**config.mk**
```make
export PLATFORM = sky130hd
export DESIGN_NAME = bblru_ctrl
export DESIGN_NICKNAME = d
export VERILOG_FILES = /design/src/hdl/bblru_pkg.sv /design/src/hdl/bblru_ctrl.sv
export SDC_FILE = /design/constraint.sdc
export NUM_CORES = 1
export LEC_CHECK = 0
export BUFFER_PORTS_ARGS = -buffer_cell sky130_fd_sc_hd__buf_2
export CORE_MARGIN = 1.5
export CORE_UTILIZATION = 40
export DETAILED_ROUTE_END_ITERATION = 8
export GPL_TIMING_DRIVEN = 1
export SETUP_SLACK_MARGIN = 0.1
export SLEW_MARGIN = 0
export SYNTH_ARGS = -nofsm -noshare
export SYNTH_HDL_FRONTEND = slang
export SYNTH_SLANG_ARGS = --single-unit
```
**constraint.sdc**
```tcl
create_clock -name i_clk -period 2.46 [get_ports i_clk]
set_input_delay 0.123 -clock i_clk [delete_from_list [all_inputs] [get_ports i_clk]]
set_output_delay 0.123 -clock i_clk [all_outputs]
set_load 0.005 [all_outputs]
```
**src/hdl/bblru_pkg.sv**
```systemverilog
`default_nettype none
// ----------------------------------------------------------------------------
// bblru_pkg
// Shared constants, request codes and controller/datapath structs for the
// byte budget LRU directory.
// ----------------------------------------------------------------------------
package bblru_pkg;

    localparam int ENTRIES_DEF  = 64;
    localparam int KEY_BITS_DEF = 32;

    localparam int KEY_W  = 32;
    localparam int DIM_W  = 11;
    localparam int SIZE_W = 2 * DIM_W + 2;
    localparam int CAP_W  = 32;
    localparam int TOT_W  = 33;
    localparam int CNT_W  = 7;

    localparam logic [CAP_W-1:0] CAP_RESET = 32'd67108864;

    localparam logic [1:0] REQ_LOOKUP = 2'd0;
    localparam logic [1:0] REQ_INSERT = 2'd1;
    localparam logic [1:0] REQ_CLEAR  = 2'd2;

    typedef struct packed {
        logic start;
        logic clear;
        logic scan;
        logic rd_found;
        logic rd_oldest;
        logic detach;
        logic drop;
        logic attach_mv;
        logic place;
        logic load_out;
    } t_cmd;

    typedef struct packed {
        logic scan_done;
        logic found;
        logic found_newest;
        logic over;
        logic full;
        logic is_lookup;
        logic free_vld;
    } t_sts;

endpackage
`default_nettype wire

```
**src/hdl/bblru_ctrl.sv**
```systemverilog
`default_nettype none
// ----------------------------------------------------------------------------
// bblru_ctrl
// Sequencer: scan, eviction loop, relink and place steps, response word.
// ----------------------------------------------------------------------------
module bblru_ctrl (
    input  wire logic              i_clk,
    input  wire logic              i_rst_n,
    input  wire logic              i_in_valid,
    output logic                   o_in_ready,
    input  wire logic [1:0]        i_req_type,
    output logic                   o_out_valid,
    input  wire logic              i_out_ready,
    input  wire bblru_pkg::t_sts   i_sts,
    output bblru_pkg::t_cmd        o_cmd
);

    typedef enum logic [12:0] {
        S_IDLE  = 13'b0000000000001,
        S_SCAN  = 13'b0000000000010,
        S_DEC   = 13'b0000000000100,
        S_RDF   = 13'b0000000001000,
        S_RDO   = 13'b0000000010000,
        S_RDOL  = 13'b0000000100000,
        S_DROP  = 13'b0000001000000,
        S_DROPL = 13'b0000010000000,
        S_MVDET = 13'b0000100000000,
        S_MVATT = 13'b0001000000000,
        S_EVCHK = 13'b0010000000000,
        S_PLACE = 13'b0100000000000,
        S_FIN   = 13'b1000000000000
    } t_state;

    t_state r_state, n_state;
    logic   r_out_vld, n_out_vld;

    always_comb begin
        n_state   = r_state;
        n_out_vld = r_out_vld;
        o_cmd     = '0;
        if (r_out_vld && i_out_ready) begin
            n_out_vld = 1'b0;
        end
        unique case (r_state)
            S_IDLE: begin
                if (i_in_valid) begin
                    o_cmd.start = 1'b1;
                    if (i_req_type == bblru_pkg::REQ_CLEAR) begin
                        o_cmd.clear = 1'b1;
                        n_state     = S_FIN;
                    end else if (i_req_type == bblru_pkg::REQ_LOOKUP ||
                                 i_req_type == bblru_pkg::REQ_INSERT) begin
                        n_state = S_SCAN;
                    end else begin
                        n_state = S_FIN;
                    end
                end
            end
            S_SCAN: begin
                o_cmd.scan = 1'b1;
                if (i_sts.scan_done) begin
                    n_state = S_DEC;
                end
            end
            S_DEC: begin
                if (i_sts.is_lookup) begin
                    n_state = (i_sts.found && !i_sts.found_newest) ? S_RDF : S_FIN;
                end else begin
                    n_state = i_sts.found ? S_RDF : S_EVCHK;
                end
            end
            S_RDF: begin
                o_cmd.rd_found = 1'b1;
                n_state = i_sts.is_lookup ? S_MVDET : S_DROP;
            end
            S_RDO: begin
                o_cmd.rd_oldest = 1'b1;
                n_state = S_DROP;
            end
            S_RDOL: begin
                o_cmd.rd_oldest = 1'b1;
                n_state = S_DROPL;
            end
            S_DROP: begin
                o_cmd.detach = 1'b1;
                o_cmd.drop   = 1'b1;
                n_state = S_EVCHK;
            end
            S_DROPL: begin
                o_cmd.detach = 1'b1;
                o_cmd.drop   = 1'b1;
                n_state = S_PLACE;
            end
            S_MVDET: begin
                o_cmd.detach = 1'b1;
                n_state = S_MVATT;
            end
            S_MVATT: begin
                o_cmd.attach_mv = 1'b1;
                n_state = S_FIN;
            end
            S_EVCHK: begin
                priority if (i_sts.over) begin
                    n_state = S_RDO;
                end else if (i_sts.full) begin
                    n_state = S_RDOL;
                end else begin
                    n_state = S_PLACE;
                end
            end
            S_PLACE: begin
                o_cmd.place = 1'b1;
                n_state = S_FIN;
            end
            S_FIN: begin
                if (!r_out_vld || i_out_ready) begin
                    o_cmd.load_out = 1'b1;
                    n_out_vld      = 1'b1;
                    n_state        = S_IDLE;
                end
            end
            default: n_state = S_IDLE;
        endcase
    end

    always_ff @(posedge i_clk) begin
        if (!i_rst_n) begin
            r_state   <= S_IDLE;
            r_out_vld <= 1'b0;
        end else begin
            r_state   <= n_state;
            r_out_vld <= n_out_vld;
        end
    end

    assign o_in_ready  = (r_state == S_IDLE);
    assign o_out_valid = r_out_vld;

endmodule
`default_nettype wire

```
# == After elaboration in Yosys (flattened, before gate mapping) ==
# Index checks and enable logic that the tools add are counted.
# classes
n_reduce_logical,12
n_eq_ne,18
mux,27
# ops
op,n
13-bit case mux with 12 select lines,1
13-bit two-way mux,8
13-bit by 1-bit equality test with 1-bit output (second input constant),1
13-bit by 10-bit equality test with 1-bit output (second input constant),1
13-bit by 11-bit equality test with 1-bit output (second input constant),1
13-bit by 12-bit equality test with 1-bit output (second input constant),1
13-bit equality test (second input constant),1
13-bit by 2-bit equality test with 1-bit output (second input constant),1
13-bit by 3-bit equality test with 1-bit output (second input constant),1
13-bit by 4-bit equality test with 1-bit output (second input constant),1
13-bit by 5-bit equality test with 1-bit output (second input constant),1
13-bit by 6-bit equality test with 1-bit output (second input constant),1
13-bit by 7-bit equality test with 1-bit output (second input constant),1
13-bit by 8-bit equality test with 1-bit output (second input constant),1
13-bit by 9-bit equality test with 1-bit output (second input constant),1
1-bit two-way mux,13
12-bit two-way mux,1
11-bit two-way mux,1
9-bit two-way mux,1
2-bit inequality test (second input constant),3
2-bit OR reduction,3
2-bit two-way mux,2
3-bit AND reduction,1
3-bit OR reduction,1
6 further kinds,9
# word_totals
input_bits,13
elab_cells,59
register_bits,14
output_inout_bits,12

# == Logic depth before layout (Yosys ltp) ==
# depth
word_depth,6
ltp_mapped,6
ltp_nobuf,5

# == Least setup slack after synthesis ==
# Ideal clock, no wire load.
# synth_path
path_type,register to output
startpoint,register r_state[1]
endpoint,output o_cmd[8] (netlist name)
required_time_ns,2.337
arrival_time_ns,1.638
setup_slack_ns,0.699
path_buffers,1
path_stages_with_launch,6
cell_sequence,dfxtp_1 > buf_2 > or4b_2 > nor4_4 > nand2_2 > nor3b_1
# synth_rtl
element,line,rtl
start: declaration,bblru_ctrl.sv:34,"t_state r_state, n_state;"
start signal: assignment,bblru_ctrl.sv:131,r_state <= n_state;
end: declaration,bblru_ctrl.sv:15,output bblru_pkg::t_cmd o_cmd

==> qor.csv <==
metric;value;unit
die width;49.5;um
largest family of logic cells by synthesized area;simple AND/OR/NAND/NOR gates;
Crit path arrival time;2170;ps
worst hold path class;input pin to register;
Setup crit end kind;output port;
ys async rst share;0;%
clock tree buffer depth;2;
syn nets;115;
post-DR wirelength/cell;13.8;um
CP delay by family, top;simple AND/OR/NAND/NOR gates;
Crit-path slowest cell;or4b_2;
die area;2450;um2
Post-Synth Simple-Gate Area;48.0;%
final net count;144;
status;complete, no violations;
Final Skew;3.72;ps
most frequent cells in the layout;23 x buf_2, 12 x dfxtp_1, 9 x nor2_1, 5 x inv_1;
Bufs and invs on worst path;1;
mux share of post-synthesis cell area;0;%
H-Tree Depth;1;
1st-iter DRT viols;18;
Tcrit/Tclk final;93.2;%
critical path class;register to output port;
count of different cell masters after synthesis;40;
initial core utilization;43.2;%
antenna fix cells;0;
cts bufs inserted;3;
Core ar.;2000;um2
Leakage;0.461;nW
die height;49.5;um
syn_area_per_cell;8.48;um2
Worst Path Required;2340;ps
drc violations;0;
Slew HR;61.3;%
final hold violation count;0;
critical path cell sequence;or4b_2 -> nor4_4 -> nand2_2 -> nor3b_2 -> buf_2;
Critical Path Fanout Max;6;
clock-pin slew on the worst setup and hold paths;90;ps
ANT nets after route;0;
Yosys reg bits;14;
M1 WL;987;um
Port Buf Inserts;23;
root buffer cell;clkbuf_4;
Top Metal Used;met4;
post-synthesis cell area;865;um2
reg2reg setup slack;470;ps
top cell type by total area after synthesis;dfxtp_1;
largest net degree at the start of global routing;10;
vias per cell;5.60;
met2 wire len;1010;um
Yosys top cell area share;32.4;%
I/O pin count;25;
Max Cap Viol;0;
Total Wirelength;2170;um
post-DP HPWL;1500;um
Max Slew Vio Count;0;
total track usage;18.8;%
Tightest Pin Transition;575;ps
most common cell after layout, fill and taps aside;buf_2;
initial antenna violation count;0;
Synth Area in Adders;0;%
Post-Synth XOR/XNOR Area;4.05;%
DR vias;879;
top area cells in the synthesized netlist;dfxtp_1 32%, nor4b_1 4.1%, nor2_1 3.9%;
sequential fraction of the synthesis area;32.4;%
Most used DFF post-synth;dfxtp_1;
CTS tree;done;
Pwr Density;554;nW/um2
clk_lat worst skew;290;ps
num rows;16;
min Tclk post-route;2290;ps
number of synthesized flops with an enable pin;0;
crit-path max cell delay;720;ps
RSZ-0062 raised after global routing;no;
Tot Pwr;0.599;mW
synth warn;0;
fmax;0.436;GHz
gr ovfl total;0;
DRT Pass-1 Iters;4;
final setup vio count;0;
gp weighted congestion;0.760;
Filler cells;199;
maximum vdd drop;265;uV
Core Util, Final;54.0;%
Area Overhead vs Synth;25.0;%
clk sink count;14;
post-synthesis compound-gate area fraction;11.9;%
metal3 WL;122;um
synthesized instance count;102;
critical path startpoint category;register;
setup TNS;0;ps
first-pass GRT wire length;3350;um
ratio of cells with drive above 1 in the final layout;34.6;%
vias in the first global route;728;
## metal layers
layer	vias up	global-route usage (%)
met4	0	8.80
met3	7	7.27
met2	27	29.1
met1	405	22.9
met5	-	0
li1	440	-
## final timing paths
path	startpoint	endpoint	depth (start not counted)
min reg2reg	o_out_valid	o_out_valid	2
max	r_state[2]	o_cmd[8]	5
max reg2reg	r_state[2]	r_state[1]	6
min	i_sts[1]	r_state[3]	2
## where the power goes
group | switching, mW | total, mW | leakage (nW) | internal, mW
clock | 0.0835 | 0.174 | 0.0210 | 0.0903
combinational | 0.0897 | 0.175 | 0.327 | 0.0849
sequential | 0.0136 | 0.250 | 0.114 | 0.237
total | 0.187 | 0.599 | 0.461 | 0.412
## worst reg2reg max path, stage by stage, from the launching register on
cell,delay (ps)
dfxtp_1,360
or4b_2,720
nor4_4,360
nand2_2,120
buf_4,150
o22ai_1,100
and2_1,130
## cells by family after synthesis
group / count (synthesis)
AOI/OAI and AO/OA: 15
xor gates and xnor gates: 4
buffers and inverters: 7
DFF: 14
and+or+nand+nor: 62
## cells in the mapped netlist, types with 2 or more instances
cell type  count
dfxtp_1       14
nor2_1         9
inv_1          5
nand4_1        4
nor3_1         4
nor3b_1        4
nor4b_1        4
o21ai_0        4
or3_1          4
and3_1         3
nand2b_1       3
nand3_1        3
nand4b_1       3
nor2b_1        3
nor4_1         3
a211oi_1       2
a21oi_1        2
nand2_1        2
nand2_2        2
or2_2          2
xnor2_1        2
xor2_1         2
## area by class of cell
type                       count  area (um2)  area share (%)
sequential                    14         283            26.2
clock buffer                   4        36.3            3.36
inverter                       5        18.8            1.74
tap                           27        33.8            3.12
multi-input combinational     81         569            52.7
timing repair buffer          26         140            13.0
## flip-flops by register name, summed over array words and instances (netlist names)
signal / flops
r_state: 13
o_out_valid: 1
## timing repair
| action | 4_1_cts | 5_1_grt |
|---|---|---|
| endpoints found under the hold margin | 1 | 0 |
| resized for setup | 0 | 5 |
| buffers inserted | 0 | 2 |
| setup endpoints to repair | 0 | 3 |
| hold buffers | 1 | 0 |
## through the flow
stage          area, um2  instances  hold slack (ps)  setup WS (ps)
2_1_floorplan        865        102              202            699
3_3_place_gp        1000        150              316            560
3_5_place_dp        1000        150              319            538
4_1_cts             1050        155             29.3            194
5_1_grt             1080        157             37.9           44.9
6_report            1080        157             41.9            168
No activity file was read; power rests on OpenSTA's default activity.
